===== config.mk =====
export PLATFORM = sky130hd
export DESIGN_NAME = ccd_planar_ik_solver_top_flat
export DESIGN_NICKNAME = d
export VERILOG_FILES = /design/src/sv/ccd_ik_pkg.sv /design/src/sv/ccd_ik_in_if.sv /design/src/sv/ccd_ik_out_if.sv /design/src/sv/ccd_ik_cordic.sv /design/src/sv/ccd_planar_ik_solver_top.sv /design/src/flat_wrapper.sv
export VERILOG_INCLUDE_DIRS = /design/src /design/src/sv
export SDC_FILE = /design/constraint.sdc
export NUM_CORES = 2
export LEC_CHECK = 0
export CAP_MARGIN = 20
export CORE_AREA = 2 2 442 531
export DETAILED_ROUTE_END_ITERATION = 6
export DIE_AREA = 0 0 444 533
export DONT_BUFFER_PORTS = 1
export RECOVER_POWER = 25
export SKIP_LAST_GASP = 1
export SYNTH_ARGS = -nofsm -noshare
export SYNTH_HDL_FRONTEND = slang
export SYNTH_SLANG_ARGS = --single-unit

===== constraint.sdc =====
create_clock -name i_clk -period 9.2 [get_ports i_clk]
set_input_delay 1.38 -clock i_clk [delete_from_list [all_inputs] [get_ports i_clk]]
set_output_delay 1.38 -clock i_clk [all_outputs]
set_load 0.01 [all_outputs]

===== src/sv/ccd_planar_ik_solver_top_assert.svh =====
// Assertion helpers for the planar CCD solver
`ifndef CCD_PLANAR_IK_SOLVER_TOP_ASSERT_SVH
`define CCD_PLANAR_IK_SOLVER_TOP_ASSERT_SVH

// same-cycle implication
`define CCD_ASSERT_NOW(lbl, clk, rstn, pre, post, msg) \
    lbl: assert property (@(posedge clk) disable iff (!rstn) (pre) |-> (post)) \
        else $error(msg);

// next-cycle implication
`define CCD_ASSERT_NEXT(lbl, clk, rstn, pre, post, msg) \
    lbl: assert property (@(posedge clk) disable iff (!rstn) (pre) |=> (post)) \
        else $error(msg);

`endif


===== src/sv/ccd_ik_pkg.sv =====
package ccd_ik_pkg;

    localparam int MAX_SEGMENTS   = 16;
    localparam int SEG_AW         = 4;
    localparam int CNT_W          = 5;
    localparam int MAX_SWEEPS     = 10;
    localparam int SWEEP_W        = 4;
    localparam int CORDIC_STEPS   = 16;
    localparam int CORDIC_W       = 36;
    localparam int ZW             = 22;
    localparam int CORDIC_X0      = 50940160;
    localparam int HALF_TURN_FINE = 524288;
    localparam int STEP_TENTH     = 6554;
    localparam int CONV_LIMIT     = 655;
    localparam int CONV_ABS_MAX   = 25;
    localparam int CFG_W          = 15;

    localparam logic REG_SEGMENT_COUNT  = 1'b0;
    localparam logic REG_MAX_ANGLE_STEP = 1'b1;

    localparam logic OP_SOLVE     = 1'b0;
    localparam logic OP_SET_ANGLE = 1'b1;

    typedef struct packed {
        logic                        start;
        logic                        vect;
        logic signed [CORDIC_W-1:0]  x;
        logic signed [CORDIC_W-1:0]  y;
        logic signed [ZW-1:0]        z;
    } t_cordic_req;

    // elementary angles in 2^-20 turn
    function automatic logic signed [ZW-1:0] cordic_atan(input logic [3:0] i);
        logic signed [ZW-1:0] v;
        case (i)
            4'd0:    v = 22'sd131072;
            4'd1:    v = 22'sd77376;
            4'd2:    v = 22'sd40884;
            4'd3:    v = 22'sd20753;
            4'd4:    v = 22'sd10417;
            4'd5:    v = 22'sd5213;
            4'd6:    v = 22'sd2607;
            4'd7:    v = 22'sd1304;
            4'd8:    v = 22'sd652;
            4'd9:    v = 22'sd326;
            4'd10:   v = 22'sd163;
            4'd11:   v = 22'sd81;
            4'd12:   v = 22'sd41;
            4'd13:   v = 22'sd20;
            4'd14:   v = 22'sd10;
            default: v = 22'sd5;
        endcase
        return v;
    endfunction

endpackage


===== src/sv/ccd_ik_in_if.sv =====
interface ccd_ik_in_if;
    logic               valid;
    logic               ready;
    logic               opcode;
    logic signed [23:0] target_x;
    logic signed [23:0] target_y;
    logic [3:0]         segment_index;
    logic [15:0]        new_angle;

    modport source (output valid, opcode, target_x, target_y, segment_index, new_angle,
                    input ready);
    modport sink   (input valid, opcode, target_x, target_y, segment_index, new_angle,
                    output ready);
endinterface


===== src/sv/ccd_ik_out_if.sv =====
interface ccd_ik_out_if;
    logic               valid;
    logic               ready;
    logic signed [23:0] effector_x;
    logic signed [23:0] effector_y;
    logic [3:0]         sweeps_used;
    logic               converged;

    modport source (output valid, effector_x, effector_y, sweeps_used, converged,
                    input ready);
    modport sink   (input valid, effector_x, effector_y, sweeps_used, converged,
                    output ready);
endinterface


===== src/sv/ccd_ik_cordic.sv =====
module ccd_ik_cordic (
    input  logic                                    i_clk,
    input  logic                                    i_rst_n,
    input  ccd_ik_pkg::t_cordic_req                 i_req,
    output logic                                    o_done,
    output logic signed [ccd_ik_pkg::CORDIC_W-1:0]  o_x,
    output logic signed [ccd_ik_pkg::CORDIC_W-1:0]  o_y,
    output logic signed [ccd_ik_pkg::ZW-1:0]        o_z
);
    import ccd_ik_pkg::*;

    logic                       r_busy;
    logic                       r_done;
    logic                       r_vect;
    logic [3:0]                 r_i;
    logic signed [CORDIC_W-1:0] r_x;
    logic signed [CORDIC_W-1:0] r_y;
    logic signed [ZW-1:0]       r_z;

    logic signed [CORDIC_W-1:0] xs;
    logic signed [CORDIC_W-1:0] ys;
    logic signed [ZW-1:0]       ang;
    logic                       ccw;

    always_comb begin
        xs  = r_x >>> r_i;
        ys  = r_y >>> r_i;
        ang = cordic_atan(r_i);
        // rotation drives z to zero, vectoring drives y to zero
        ccw = r_vect ? r_y[CORDIC_W-1] : !r_z[ZW-1];
    end

    always_ff @(posedge i_clk) begin
        if (!i_rst_n) begin
            r_busy <= 1'b0;
            r_done <= 1'b0;
            r_i    <= '0;
        end else begin
            r_done <= 1'b0;
            if (i_req.start) begin
                r_busy <= 1'b1;
                r_i    <= '0;
            end else if (r_busy) begin
                r_i <= r_i + 4'd1;
                if (r_i == 4'(CORDIC_STEPS - 1)) begin
                    r_busy <= 1'b0;
                    r_done <= 1'b1;
                end
            end
        end
    end

    always_ff @(posedge i_clk) begin
        if (i_req.start) begin
            r_vect <= i_req.vect;
            r_x    <= i_req.x;
            r_y    <= i_req.y;
            r_z    <= i_req.z;
        end else if (r_busy) begin
            if (ccw) begin
                r_x <= r_x - ys;
                r_y <= r_y + xs;
                r_z <= r_z - ang;
            end else begin
                r_x <= r_x + ys;
                r_y <= r_y - xs;
                r_z <= r_z + ang;
            end
        end
    end

    assign o_done = r_done;
    assign o_x    = r_x;
    assign o_y    = r_y;
    assign o_z    = r_z;

endmodule


===== src/sv/ccd_planar_ik_solver_top.sv =====
// Channel   Dir  Handshake      Beat contents
// i_in      in   valid/ready    opcode, target_x, target_y, segment_index, new_angle
// o_out     out  valid/ready    effector_x, effector_y, sweeps_used, converged
// i_cfg_*   in   write enable   register index, data (no read-back)
//
// One item at a time. A solve step runs the one shared CORDIC unit four times
// for segments above 0 and three times for segment 0 (16-step runs, plus memory
// reads); each sweep adds one more run for the distance check. A solve stops
// after at most ten sweeps over up to 16 segments; a set-angle uses one run.
// Reset is synchronous, active low, and clears the per-entry valid bits so all
// entries read as zero. A stalled output holds in its register; the next beat
// is accepted meanwhile.
`include "ccd_planar_ik_solver_top_assert.svh"

module ccd_planar_ik_solver_top (
    input  logic                           i_clk,
    input  logic                           i_rst_n,
    ccd_ik_in_if.sink                      i_in,
    ccd_ik_out_if.source                   o_out,
    input  logic                           i_cfg_we,
    input  logic                           i_cfg_idx,
    input  logic [ccd_ik_pkg::CFG_W-1:0]   i_cfg_data
);
    import ccd_ik_pkg::*;

    typedef enum logic [13:0] {
        S_IDLE   = 14'h0001,
        S_SETW   = 14'h0002,
        S_EPA    = 14'h0004,
        S_EPB    = 14'h0008,
        S_EPC    = 14'h0010,
        S_KRD    = 14'h0020,
        S_KLAT   = 14'h0040,
        S_VSTART = 14'h0080,
        S_VWAIT  = 14'h0100,
        S_DIFF   = 14'h0200,
        S_MUL    = 14'h0400,
        S_WR     = 14'h0800,
        S_CHK    = 14'h1000,
        S_OUT    = 14'h2000
    } t_state;

    // what the end-point evaluation feeds
    typedef enum logic [3:0] {
        PH_EFF  = 4'b0001,
        PH_PREV = 4'b0010,
        PH_CHK  = 4'b0100,
        PH_FIN  = 4'b1000
    } t_phase;

    t_state r_state;
    t_phase r_ph;

    // configuration
    logic [CNT_W-1:0]  r_cnt;
    logic [CFG_W-1:0]  r_lim;
    logic [CNT_W-1:0]  cfg_n;
    logic [SEG_AW-1:0] last;

    // item
    logic signed [23:0] r_tx, r_ty;
    logic [SEG_AW-1:0]  r_idx;
    logic [15:0]        r_nang;

    // solver working registers
    logic [SEG_AW-1:0]  r_k;
    logic [SEG_AW-1:0]  r_ep_addr;
    logic [SWEEP_W-1:0] r_sweep;
    logic               r_conv;
    logic signed [23:0] r_ex, r_ey;
    logic signed [23:0] r_px, r_py;
    logic signed [23:0] r_bx, r_by;
    logic signed [23:0] r_ebx, r_eby;
    logic               r_flip;
    logic [15:0]        r_ang;
    logic [15:0]        r_new_ang;
    logic               r_vsel;
    logic               r_vzero;
    logic signed [17:0] r_a1, r_a2;
    logic signed [15:0] r_d;

    // memories: angle and base, one entry per segment
    logic [15:0]        r_amem [MAX_SEGMENTS];
    logic [47:0]        r_bmem [MAX_SEGMENTS];
    logic [MAX_SEGMENTS-1:0] r_avld, r_bvld;
    logic [15:0]        r_aq;
    logic [47:0]        r_bq;
    logic               r_av_q, r_bv_q;
    logic [SEG_AW-1:0]  rd_addr;
    logic               a_we, b_we;
    logic [SEG_AW-1:0]  a_wa;
    logic [15:0]        a_wd;

    // output register
    logic               r_out_valid;
    logic signed [23:0] r_ox, r_oy;
    logic [SWEEP_W-1:0] r_osw;
    logic               r_oconv;

    // CORDIC
    t_cordic_req                n_req;
    logic                       cd_done;
    logic signed [CORDIC_W-1:0] cd_x, cd_y;
    logic signed [ZW-1:0]       cd_z;

    // datapath temporaries
    logic [15:0]        e_ang;
    logic signed [23:0] e_bx, e_by;
    logic [15:0]        fold;
    logic signed [CORDIC_W-1:0] rx, ry;
    logic signed [23:0] cx, cy, end_x, end_y;
    logic signed [24:0] vdx, vdy;
    logic signed [CORDIC_W-1:0] vx, vy;
    logic signed [ZW-1:0] zr;
    logic signed [17:0] a_res;
    logic signed [19:0] dfull, lim20;
    logic signed [30:0] prod, prod_r;
    logic [15:0]        chg;
    logic signed [24:0] cdx, cdy;
    logic signed [5:0]  sdx, sdy;
    logic [11:0]        dist2;
    logic               conv_now;
    logic               set_hit;

    ccd_ik_cordic u_cordic (
        .i_clk   (i_clk),
        .i_rst_n (i_rst_n),
        .i_req   (n_req),
        .o_done  (cd_done),
        .o_x     (cd_x),
        .o_y     (cd_y),
        .o_z     (cd_z)
    );

    assign last    = SEG_AW'(r_cnt - CNT_W'(1));
    assign set_hit = ({1'b0, r_idx} < r_cnt);

    always_comb begin
        if (i_cfg_data[CNT_W-1:0] == '0)
            cfg_n = CNT_W'(1);
        else if (i_cfg_data[CNT_W-1:0] > CNT_W'(MAX_SEGMENTS))
            cfg_n = CNT_W'(MAX_SEGMENTS);
        else
            cfg_n = i_cfg_data[CNT_W-1:0];
    end

    // ---------------------------------------------------------------- memory
    assign rd_addr = (r_state == S_EPA) ? r_ep_addr : r_k;
    assign a_we    = (r_state == S_WR) || ((r_state == S_SETW) && set_hit);
    assign a_wa    = (r_state == S_WR) ? r_k : r_idx;
    assign a_wd    = (r_state == S_WR) ? r_new_ang : r_nang;
    assign b_we    = (r_state == S_WR);

    always_ff @(posedge i_clk) begin
        if (a_we)
            r_amem[a_wa] <= a_wd;
        r_aq <= r_amem[rd_addr];
    end

    always_ff @(posedge i_clk) begin
        if (b_we)
            r_bmem[r_k] <= {r_px, r_py};
        r_bq <= r_bmem[rd_addr];
    end

    // an entry without its valid bit reads as zero
    assign e_ang = r_av_q ? r_aq : 16'd0;
    assign e_bx  = r_bv_q ? signed'(r_bq[47:24]) : 24'sd0;
    assign e_by  = r_bv_q ? signed'(r_bq[23:0])  : 24'sd0;

    // ---------------------------------------------------------------- datapath
    always_comb begin
        // fold the angle into a quarter turn either side of zero
        fold = (e_ang[15] ^ e_ang[14]) ? {~e_ang[15], e_ang[14:0]} : e_ang;

        // round to Q8 and undo the fold
        rx = cd_x + CORDIC_W'(32768);
        ry = cd_y + CORDIC_W'(32768);
        cx = {{4{rx[CORDIC_W-1]}}, rx[CORDIC_W-1:16]};
        cy = {{4{ry[CORDIC_W-1]}}, ry[CORDIC_W-1:16]};
        if (r_flip) begin
            cx = -cx;
            cy = -cy;
        end
        end_x = r_ebx + cx;
        end_y = r_eby + cy;

        // vector for the angle measurement
        if (r_vsel) begin
            vdx = 25'(r_ex) - 25'(r_bx);
            vdy = 25'(r_ey) - 25'(r_by);
        end else begin
            vdx = 25'(r_tx) - 25'(r_bx);
            vdy = 25'(r_ty) - 25'(r_by);
        end
        vx = {{3{vdx[24]}}, vdx, 8'd0};
        vy = {{3{vdy[24]}}, vdy, 8'd0};
        zr = '0;
        if (vdx[24]) begin
            zr = vdy[24] ? -ZW'(HALF_TURN_FINE) : ZW'(HALF_TURN_FINE);
            vx = -vx;
            vy = -vy;
        end

        a_res = r_vzero ? 18'sd0 : 18'((cd_z + ZW'(8)) >>> 4);

        // clamp the angle error
        lim20 = signed'({5'd0, r_lim});
        dfull = 20'(r_a1) - 20'(r_a2);
        if (dfull > lim20)
            dfull = lim20;
        else if (dfull < -lim20)
            dfull = -lim20;

        // scale by a tenth, round
        prod   = 31'(r_d) * 31'(STEP_TENTH);
        prod_r = prod + 31'(32768);
        chg    = {prod_r[30], prod_r[30:16]};

        // convergence; only small offsets can pass, so narrow squares do
        cdx  = 25'(r_ex) - 25'(r_tx);
        cdy  = 25'(r_ey) - 25'(r_ty);
        sdx  = cdx[5:0];
        sdy  = cdy[5:0];
        dist2 = 12'(sdx * sdx) + 12'(sdy * sdy);
        conv_now = (cdx >= -25'(CONV_ABS_MAX)) && (cdx <= 25'(CONV_ABS_MAX)) &&
                   (cdy >= -25'(CONV_ABS_MAX)) && (cdy <= 25'(CONV_ABS_MAX)) &&
                   (dist2 <= 12'(CONV_LIMIT));
    end

    always_comb begin
        n_req       = '0;
        n_req.start = (r_state == S_EPB) || (r_state == S_VSTART);
        n_req.vect  = (r_state == S_VSTART);
        if (r_state == S_VSTART) begin
            n_req.x = vx;
            n_req.y = vy;
            n_req.z = zr;
        end else begin
            n_req.x = CORDIC_W'(CORDIC_X0);
            n_req.y = '0;
            n_req.z = {{2{fold[15]}}, fold, 4'd0};
        end
    end

    // ---------------------------------------------------------------- control
    assign i_in.ready = (r_state == S_IDLE);

    always_ff @(posedge i_clk) begin
        if (!i_rst_n) begin
            r_state     <= S_IDLE;
            r_ph        <= PH_FIN;
            r_cnt       <= CNT_W'(1);
            r_lim       <= CFG_W'(2048);
            r_avld      <= '0;
            r_bvld      <= '0;
            r_av_q      <= 1'b0;
            r_bv_q      <= 1'b0;
            r_out_valid <= 1'b0;
            r_k         <= '0;
            r_ep_addr   <= '0;
            r_sweep     <= '0;
            r_conv      <= 1'b0;
            r_vsel      <= 1'b0;
        end else begin
            r_av_q <= r_avld[rd_addr];
            r_bv_q <= r_bvld[rd_addr];
            if (a_we)
                r_avld[a_wa] <= 1'b1;
            if (b_we)
                r_bvld[r_k] <= 1'b1;

            if (i_cfg_we) begin
                unique case (i_cfg_idx)
                    REG_SEGMENT_COUNT: begin
                        r_cnt <= cfg_n;
                        // drop entries beyond the new count
                        for (int j = 0; j < MAX_SEGMENTS; j++) begin
                            if (CNT_W'(j) >= cfg_n) begin
                                r_avld[j] <= 1'b0;
                                r_bvld[j] <= 1'b0;
                            end
                        end
                    end
                    REG_MAX_ANGLE_STEP: r_lim <= i_cfg_data;
                endcase
            end

            // S_OUT owns the valid flag while it is loading a new beat
            if (o_out.ready && (r_state != S_OUT))
                r_out_valid <= 1'b0;

            unique case (r_state)
                S_IDLE: begin
                    if (i_in.valid) begin
                        r_sweep   <= '0;
                        r_conv    <= 1'b0;
                        r_k       <= last;
                        r_ep_addr <= last;
                        if (i_in.opcode == OP_SET_ANGLE) begin
                            r_state <= S_SETW;
                        end else begin
                            r_ph    <= PH_EFF;
                            r_state <= S_EPA;
                        end
                    end
                end
                S_SETW: begin
                    r_ph    <= PH_FIN;
                    r_state <= S_EPA;
                end
                S_EPA:  r_state <= S_EPB;
                S_EPB:  r_state <= S_EPC;
                S_EPC: begin
                    if (cd_done) begin
                        unique case (r_ph)
                            PH_EFF:  r_state <= S_KRD;
                            PH_PREV: r_state <= S_WR;
                            PH_CHK:  r_state <= S_CHK;
                            PH_FIN:  r_state <= S_OUT;
                            default: r_state <= S_OUT;
                        endcase
                    end
                end
                S_KRD:  r_state <= S_KLAT;
                S_KLAT: begin
                    r_vsel  <= 1'b0;
                    r_state <= S_VSTART;
                end
                S_VSTART: r_state <= S_VWAIT;
                S_VWAIT: begin
                    if (cd_done) begin
                        r_vsel  <= 1'b1;
                        r_state <= r_vsel ? S_DIFF : S_VSTART;
                    end
                end
                S_DIFF: r_state <= S_MUL;
                S_MUL: begin
                    if (r_k != '0) begin
                        r_ep_addr <= r_k - SEG_AW'(1);
                        r_ph      <= PH_PREV;
                        r_state   <= S_EPA;
                    end else begin
                        r_state <= S_WR;
                    end
                end
                S_WR: begin
                    r_ep_addr <= last;
                    r_state   <= S_EPA;
                    if (r_k == '0) begin
                        r_sweep <= r_sweep + SWEEP_W'(1);
                        r_ph    <= PH_CHK;
                    end else begin
                        r_k  <= r_k - SEG_AW'(1);
                        r_ph <= PH_EFF;
                    end
                end
                S_CHK: begin
                    r_conv <= conv_now;
                    if (conv_now || (r_sweep == SWEEP_W'(MAX_SWEEPS))) begin
                        r_state <= S_OUT;
                    end else begin
                        r_k       <= last;
                        r_ep_addr <= last;
                        r_ph      <= PH_EFF;
                        r_state   <= S_EPA;
                    end
                end
                S_OUT: begin
                    // hold until the output register is free
                    if (!r_out_valid || o_out.ready) begin
                        r_out_valid <= 1'b1;
                        r_state     <= S_IDLE;
                    end
                end
                default: r_state <= S_IDLE;
            endcase
        end
    end

    // payload registers
    always_ff @(posedge i_clk) begin
        if ((r_state == S_IDLE) && i_in.valid) begin
            r_tx   <= i_in.target_x;
            r_ty   <= i_in.target_y;
            r_idx  <= i_in.segment_index;
            r_nang <= i_in.new_angle;
        end
        if (r_state == S_EPB) begin
            r_ebx  <= e_bx;
            r_eby  <= e_by;
            r_flip <= e_ang[15] ^ e_ang[14];
        end
        if ((r_state == S_EPC) && cd_done) begin
            if (r_ph == PH_PREV) begin
                r_px <= end_x;
                r_py <= end_y;
            end else begin
                r_ex <= end_x;
                r_ey <= end_y;
            end
        end
        if (r_state == S_KLAT) begin
            r_ang <= e_ang;
            r_bx  <= e_bx;
            r_by  <= e_by;
        end
        if (r_state == S_VSTART)
            r_vzero <= (vdx == '0) && (vdy == '0);
        if ((r_state == S_VWAIT) && cd_done) begin
            if (r_vsel)
                r_a2 <= a_res;
            else
                r_a1 <= a_res;
        end
        if (r_state == S_DIFF)
            r_d <= dfull[15:0];
        if (r_state == S_MUL) begin
            r_new_ang <= r_ang + chg;
            // segment 0 keeps its own base
            if (r_k == '0) begin
                r_px <= r_bx;
                r_py <= r_by;
            end
        end
        if ((r_state == S_OUT) && (!r_out_valid || o_out.ready)) begin
            r_ox    <= r_ex;
            r_oy    <= r_ey;
            r_osw   <= r_sweep;
            r_oconv <= r_conv;
        end
    end

    assign o_out.valid       = r_out_valid;
    assign o_out.effector_x  = r_ox;
    assign o_out.effector_y  = r_oy;
    assign o_out.sweeps_used = r_osw;
    assign o_out.converged   = r_oconv;

    // ---------------------------------------------------------------- checks
    `CCD_ASSERT_NOW(a_cnt_range, i_clk, i_rst_n, 1'b1,
        (r_cnt >= CNT_W'(1)) && (r_cnt <= CNT_W'(MAX_SEGMENTS)),
        "segment count out of range")
    `CCD_ASSERT_NEXT(a_accept_leaves_idle, i_clk, i_rst_n, i_in.valid && i_in.ready,
        r_state != S_IDLE, "accepted beat did not start work")
    `CCD_ASSERT_NOW(a_sweep_bound, i_clk, i_rst_n, r_out_valid,
        (o_out.sweeps_used <= SWEEP_W'(MAX_SWEEPS)) &&
        (!o_out.converged || (o_out.sweeps_used != '0)),
        "result sweep count inconsistent")
    `CCD_ASSERT_NOW(a_cordic_owner, i_clk, i_rst_n, cd_done,
        (r_state == S_EPC) || (r_state == S_VWAIT), "CORDIC result with no consumer")

endmodule

===== src/flat_wrapper.sv =====
// flat-port wrapper written by rule: the top's interface ports become plain ports
module ccd_planar_ik_solver_top_flat import ccd_ik_pkg::*;
  (i_clk, i_rst_n, i_cfg_we, i_cfg_idx, i_cfg_data, i_in_valid, i_in_opcode, i_in_target_x, i_in_target_y, i_in_segment_index, i_in_new_angle, i_in_ready, o_out_valid, o_out_effector_x, o_out_effector_y, o_out_sweeps_used, o_out_converged, o_out_ready);
  ccd_ik_in_if i_in_i ();
  ccd_ik_out_if o_out_i ();
  input  logic i_clk;
  input  logic i_rst_n;
  input  logic i_cfg_we;
  input  logic i_cfg_idx;
  input  logic [ccd_ik_pkg::CFG_W-1:0] i_cfg_data;
  input wire logic [$bits(i_in_i.valid)-1:0] i_in_valid;
  input wire logic [$bits(i_in_i.opcode)-1:0] i_in_opcode;
  input wire logic [$bits(i_in_i.target_x)-1:0] i_in_target_x;
  input wire logic [$bits(i_in_i.target_y)-1:0] i_in_target_y;
  input wire logic [$bits(i_in_i.segment_index)-1:0] i_in_segment_index;
  input wire logic [$bits(i_in_i.new_angle)-1:0] i_in_new_angle;
  output wire logic [$bits(i_in_i.ready)-1:0] i_in_ready;
  output wire logic [$bits(o_out_i.valid)-1:0] o_out_valid;
  output wire logic [$bits(o_out_i.effector_x)-1:0] o_out_effector_x;
  output wire logic [$bits(o_out_i.effector_y)-1:0] o_out_effector_y;
  output wire logic [$bits(o_out_i.sweeps_used)-1:0] o_out_sweeps_used;
  output wire logic [$bits(o_out_i.converged)-1:0] o_out_converged;
  input wire logic [$bits(o_out_i.ready)-1:0] o_out_ready;
  assign i_in_i.valid = i_in_valid;
  assign i_in_i.opcode = i_in_opcode;
  assign i_in_i.target_x = i_in_target_x;
  assign i_in_i.target_y = i_in_target_y;
  assign i_in_i.segment_index = i_in_segment_index;
  assign i_in_i.new_angle = i_in_new_angle;
  assign i_in_ready = i_in_i.ready;
  assign o_out_valid = o_out_i.valid;
  assign o_out_effector_x = o_out_i.effector_x;
  assign o_out_effector_y = o_out_i.effector_y;
  assign o_out_sweeps_used = o_out_i.sweeps_used;
  assign o_out_converged = o_out_i.converged;
  assign o_out_i.ready = o_out_ready;
  ccd_planar_ik_solver_top u_core (.i_clk(i_clk), .i_rst_n(i_rst_n), .i_in(i_in_i), .o_out(o_out_i), .i_cfg_we(i_cfg_we), .i_cfg_idx(i_cfg_idx), .i_cfg_data(i_cfg_data));
endmodule

# Word level (Yosys, flattened, before mapping)
# Memories as Yosys holds them, arrays and structs flattened. A register that Yosys moved wholly into a read port is not among the register bits.
# Index checks and enable logic that the tools add are counted.
# word_totals
regBits,587
ramBits,1024
mem_bits_ro,288
in_bits,90
output_inout_bits,55
memories,3
# mem_list
name,words,width,read_ports,rd_ports_with_merged_regs,write_ports,line,text
u_core.r_bmem,16,48,1,1,1,ccd_planar_ik_solver_top.sv:84,logic [47:0] r_bmem [MAX_SEGMENTS];
(no name shown),16,18,1,1,0,ccd_ik_pkg.sv:35,case (i)
u_core.r_amem,16,16,1,1,1,ccd_planar_ik_solver_top.sv:83,logic [15:0] r_amem [MAX_SEGMENTS];
# op_classes
addsub,30
mul,3
magnitude_cmp,30
eq_ne,29
n_shift,2
n_mux,127
n_bitwise,9
reduce_logical,46
# op_table
cell,n
two-way mux 24 bit,12
two-way mux 36 bit,8
one-hot mux 14 bit (13 select lines),1
two-way mux 16 bit,10
subtractor 24 x 24 -> 25 bit,6
two-way mux 22 bit,5
two-way mux 94 bit,1
adder 36 x 17 -> 36 bit (second input constant),2
adder 36 bit,2
negator 33 -> 36 bit,2
>>> shifter 36 x 4 -> 36 bit,2
subtractor 36 bit,2
two-way mux 14 bit,5
two-way mux 4 bit,14
>= comparator 25 x 6 -> 1 bit (second input constant),2
less-or-equal comparator 25 x 6 -> 1 bit (second input constant),2
logical NOT 25 bit,2
two-way mux 1 bit,50
two-way mux 25 bit,2
adder 24 bit,2
negator 20 -> 24 bit,2
one-hot mux 14 bit (3 select lines),1
>= comparator 4 x 5 -> 1 bit (first input constant),8
OR 16 bit,2
73 further kinds,131

# Longest topological paths before layout
# logic_depth
ltp_word,11
depth_mapped,37

# Hierarchy
# A second synthesis with hierarchy kept.
# unflattened
hier_cells,8733
area_unflattened_um2,94469.4
# by_module_without_submodules
module,n_inst,cells_each,area_each_um2,seq_area_each_um2
ccd_planar_ik_solver_top,1,6930,79311.1,45273.4
ccd_ik_cordic,1,1803,15158.3,3333.2

# Least setup slack after synthesis
# OpenSTA, ideal clock, no wires.
# synth_path
path_kind,flip-flop to flip-flop
startpoint,reg u_core.r_ex[2]
endpoint,reg u_core.r_k[0]
setup_ns,0.117
arrival_ns,8.215
slack_ns,0.868
stages_incl_launch_ff,33
n_path_buf,1
path_cell_list,edfxtp_1 ha_1 o21ai_1 a21oi_1 o31a_1 a21oi_1 nand2_1 fa_1 fa_1 inv_1 fa_1 inv_1 fa_1 inv_1 fa_1 fa_1 ha_1 inv_1 fa_1 nor3b_1 o22ai_1 o21ai_0 o211ai_1 a211oi_1 nor4b_1 nand4_1 or4_1 o21ai_0 o221a_2 o21a_2 buf_6 nor3_1 a32o_1
# synth_via
elab_chain_len,9
elab_cells_between_ends,13
classes_between,add/sub: 2; mul: 1; order compare: 3; eq/ne: 1; reduce/logical: 6
# synth_rtl
item,line,text
"start, declared",ccd_planar_ik_solver_top.sv:70,"logic signed [23:0] r_ex, r_ey;"
"start signal, assigned",ccd_planar_ik_solver_top.sv:399,r_ex <= end_x;
subtractor 24 x 24 -> 25 bit *,ccd_planar_ik_solver_top.sv:221,cdx = 25'(r_ex) - 25'(r_tx);
"parallel branches: the longest is 4 deep, another holds multiplier 6 x 6 -> 12 bit",--,
logical AND 1 bit *,ccd_planar_ik_solver_top.sv:227,(cdy >= -25'(CONV_ABS_MAX)) && (cdy <= 25'(CONV_ABS_MAX)) &&
logical OR 1 bit *,ccd_planar_ik_solver_top.sv:360,if (conv_now || (r_sweep == SWEEP_W'(MAX_SWEEPS))) begin
!= test 2 bit (no source line) *,--,
AND reduction 4 bit (no source line) *,--,
"end signal, assigned",ccd_planar_ik_solver_top.sv:298,r_k <= last;
"end signal, assigned",ccd_planar_ik_solver_top.sv:354,r_k <= r_k - SEG_AW'(1);
"end signal, assigned",ccd_planar_ik_solver_top.sv:363,r_k <= last;
"end, declared",ccd_planar_ik_solver_top.sv:66,logic [SEG_AW-1:0] r_k;
# Mark *: on every way between the ends.
# A chain may end at the register's enable or synchronous reset.

# Final worst setup path
# layout_path
startpoint,reg u_core.r_ey[0]
endpoint,reg u_core.r_ep_addr[3]
# layout_via
elab_chain_len,8
elab_cells_between_ends,12
classes_between,add/sub: 2; mul: 1; order compare: 3; eq/ne: 1; reduce/logical: 5
# layout_rtl
item,line,text
"start, declared",ccd_planar_ik_solver_top.sv:70,
"start signal, assigned",ccd_planar_ik_solver_top.sv:400,r_ey <= end_y;
subtractor 24 x 24 -> 25 bit *,ccd_planar_ik_solver_top.sv:222,cdy = 25'(r_ey) - 25'(r_ty);
multiplier 6 x 6 -> 12 bit or >= comparator 25 x 6 -> 1 bit (tied branches),"ccd_planar_ik_solver_top.sv:225, ccd_planar_ik_solver_top.sv:227",
adder 12 bit or logical AND 1 bit (tied branches),"ccd_planar_ik_solver_top.sv:225, ccd_planar_ik_solver_top.sv:226",
less-or-equal comparator 12 x 10 -> 1 bit or logical AND 1 bit (tied branches),"ccd_planar_ik_solver_top.sv:228, ccd_planar_ik_solver_top.sv:227",
logical AND 1 bit *,ccd_planar_ik_solver_top.sv:227,
logical OR 1 bit *,ccd_planar_ik_solver_top.sv:360,
!= test 2 bit (no source line) *,--,
AND reduction 4 bit (no source line) *,--,
"end signal, assigned",ccd_planar_ik_solver_top.sv:340,r_ep_addr <= r_k - SEG_AW'(1);
"end signal, assigned",ccd_planar_ik_solver_top.sv:348,r_ep_addr <= last;
"end signal, assigned",ccd_planar_ik_solver_top.sv:364,r_ep_addr <= last;
"end, declared",ccd_planar_ik_solver_top.sv:67,logic [SEG_AW-1:0] r_ep_addr;
# Every way passes the cells marked *; elsewhere a longest branch is shown, timed or not.

==> impl_metrics.json <==
{
  "outcome": "finished clean",
  "area_growth_pct": 10.15,
  "die_x_um": 444,
  "maxSlewHeadroom_pct": 14.35,
  "tightest_slew_ns": 1.271,
  "initial_core_util_pct": 39.73,
  "antenna_left": 0,
  "clkTransAtPathRegs_ns": 0.07,
  "rsz0062_at_grt": "no",
  "cp-end-kind": "flop",
  "rows": 194,
  "p_per_area_mw_per_mm2": 271.0,
  "criticalPathCategory": "reg2reg",
  "synth_compound_area_share_pct": 14.29,
  "fin_skew_ns": 0.09299,
  "cts_root_buf": "clkbuf_16",
  "io_pins": 145,
  "drive_above_1_share_pct": 6.587,
  "clock_sinks": 1693,
  "die-height_um": 533,
  "grt_max_degree": 231,
  "worst_path_max_delay_cell": "fa_1",
  "insertion_delay_ns": 0.86,
  "final_area_sq_mm": 0.1014,
  "crit_arrival_ns": 9.30,
  "clock_path_buffers": 4,
  "synth_top_family_by_area": "compound AO/OA/AOI/OAI gates",
  "ys_seq_area_share_pct": 52.78,
  "die_area_sq_mm": 0.2367,
  "synth-simple-area-share_pct": 13.21,
  "numCtsBuffers": 175,
  "syn_nets": 9046,
  "cts_hold_buf": 0,
  "hold_class": "reg2reg",
  "placed_area_sq_mm": 0.09547,
  "cp-start-kind": "flop",
  "grt_pass1_vias": 62681,
  "finalNetCount": 8916,
  "synth_ff_type": "edfxtp_1",
  "vias": 65115,
  "gp_congestion": 0.9808,
  "cpMostUsedCell": "fa_1",
  "ir_drop_v": 0.0009675,
  "r2r_cells": 36,
  "dp_hpwl_um": 180700,
  "yosys.area_share.xor_xnor_pct": 4.945,
  "grt_overflow_total": 0,
  "clock.fmax_mhz": 115.3,
  "whs_path_depth": 0,
  "synth-seq-cells": 1693,
  "track_usage_pct": 22.01,
  "hold_violations": 0,
  "total_power_uw": 27490,
  "drc": 0,
  "drv_slew": 0,
  "min_period_over_period_pct": 94.27,
  "critPathMaxFanout": 7,
  "synthArstFlopShare_pct": 0,
  "io_buffers": 0,
  "netlist_area_sq_mm": 0.09210,
  "synth.area.mux_share_pct": 2.513,
  "ys.warnings.count": 0,
  "htreeDepth": 4,
  "cts_tree": "yes",
  "fin_util_pct": 43.76,
  "slowest_delay_ns": 0.55,
  "synth_edf_count": 1470,
  "grt_pass1_wl_um": 397900,
  "synth_fa_ha_area_share_pct": 8.766,
  "drt_first_pass_iters": 6,
  "synth.distinct_cells": 93,
  "cap_violations": 0,
  "nFillCells": 21301,
  "avgViaCountPerCell": 5.670,
  "cp.required_ns": 9.83,
  "synthCells": 8387,
  "drtIter0Drc": 6097,
  "syn_area_per_cell_sq_um": 10.98,
  "p_leak_uw": 0.03791,
  "setup_viol": 0,
  "min_period_ns": 8.673,
  "core_sq_mm": 0.2318,
  "wl_per_cell_um": 23.37,
  "antenna_found_initial": 29,
  "postRouteWirelength_um": 268400
}
## cell type report
cell class                 count  area (sq um)  area share [%]
sequential                  1693         48620           47.93
multi-input combinational   5847         40570           39.99
clock buffer                 236          4885           4.815
tap                         3038          3801           3.747
inverter                     429          1614           1.591
timing repair buffer         111         927.1          0.9140
clock inverter                79         897.1          0.8844
antenna                       51         127.6          0.1258
## final timing paths
kind | startpoint | endpoint | slack, ns
max | u_core.r_ey[0]$_DFFE_PP_ | u_core.r_ep_addr[3]$_SDFFE_PN0P_ | 0.53
min | u_core.r_conv$_SDFFE_PN0P_ | u_core.o_out.converged$_DFFE_PP_ | 0.45
max reg2reg | u_core.r_ey[0]$_DFFE_PP_ | u_core.r_ep_addr[3]$_SDFFE_PN0P_ | 0.53
min reg2reg | u_core.r_conv$_SDFFE_PN0P_ | u_core.o_out.converged$_DFFE_PP_ | 0.45
## report_power, final
group,switching (uW),internal [uW],leakage (uW)
clock network,3040,4220,0.00281
registers,211,8640,0.0171
logic,6560,4820,0.0180
total,9810,17700,0.0379
## registers in the layout (all words and copies together) (netlist names), 24 cells and up
| register | cells |
|---|---|
| u_core.r_ebx | 24 |
| u_core.u_cordic.o_x | 36 |
| u_core.o_out.effector_y | 24 |
| u_core.r_eby | 24 |
| u_core.r_ey | 24 |
| u_core.r_ex | 24 |
| u_core.r_amem | 256 |
| u_core.r_bmem | 768 |
| u_core.r_tx | 24 |
| u_core.r_ty | 24 |
| u_core.u_cordic.o_y | 36 |
| u_core.r_bx | 24 |
| u_core.r_py | 24 |
| u_core.r_bq | 48 |
| u_core.r_px | 24 |
| u_core.o_out.effector_x | 24 |
| u_core.r_by | 24 |
## placed cells by master (no fill, tap or decap), types with 143 or more instances in the layout
cell type | netlist | routed
inv_1 | 425 | 420
edfxtp_1 | 1470 | 1470
dfxtp_1 | 223 | 217
nand3_1 | 145 | 143
a211oi_1 | 375 | 374
o21ai_0 | 270 | 269
xor2_1 | 213 | 213
a21oi_1 | 485 | 482
nor2_1 | 481 | 465
nand2_1 | 1122 | 1121
a31oi_1 | 208 | 208
and2_1 | 371 | 371
xnor2_1 | 307 | 307
ha_1 | 442 | 442
clkbuf_16 | 0 | 180
## cells in the mapped netlist (all sizes together) (208+ instances only)
master / number / area share [%]
xnor2: 307 / 2.9
ha: 442 / 6.0
a211oi: 376 / 3.1
xor2: 213 / 2.0
o21ai: 288 / 1.6
inv: 428 / 1.7
and2: 391 / 2.7
nand2: 1122 / 4.6
a21oi: 489 / 2.7
dfxtp: 223 / 4.8
a31oi: 208 / 1.4
edfxtp: 1470 / 48
clkbuf: 364 / 1.5
nor2: 482 / 2.0
## per-stage QoR
stage / hold WS (ns) / setup WS [ns] / std cells / setup TNS (ns)
2_1_floorplan: 0.4084 / 0.8680 / 8387 / 0
3_5_place_dp: 0.4506 / -0.05107 / 11116 / -0.3002
6_report: 0.4469 / 0.5273 / 11484 / 0
3_3_place_gp: 0.4461 / 0.07988 / 11115 / 0
5_1_grt: 0.4409 / 0.009825 / 11472 / 0
4_1_cts: 0.4400 / 0.01361 / 11431 / 0
## logic make-up (layout without fill, tap and decap cells)
group	count (synthesis)	count (layout)
flops	1693	1693
compound gates	1990	1990
fa+ha+maj	569	569
mux	154	154
xor+xnor	520	520
simple gates	2614	2614
buf+inv	847	855
other cells	0	51
## per-layer routing
metal / vias up / share of wire [%] / GRT usage (%)
met5: - / 0.012 / 0
met4: 4 / 4.9 / 9.947
met3: 480 / 6.1 / 2.651
met2: 2014 / 47 / 36.07
met1: 32143 / 42 / 29.24
li1: 30474 / - / -
## worst max-delay path, delay by kind of cell, from the launching register on
| kind | cells | cell delay, ns |
|---|---|---|
| AO/OA/AOI/OAI | 11 | 1.69 |
| XOR/XNOR | 1 | 0.23 |
| adder cells (fa/ha/maj) | 10 | 4.22 |
| buffers and inverters | 9 | 0.81 |
| flip-flops | 1 | 0.38 |
| AND/OR/NAND/NOR | 5 | 1.11 |
## repair_timing
item / 4_1_cts / 5_1_grt
resized for setup: 1 / 14
buffers inserted: 0 / 2
endpoints found under the hold margin: 0 / 0
setup endpoints to repair: 13 / 15
pin swaps: 0 / 5
(Power assumes the default switching activity.)
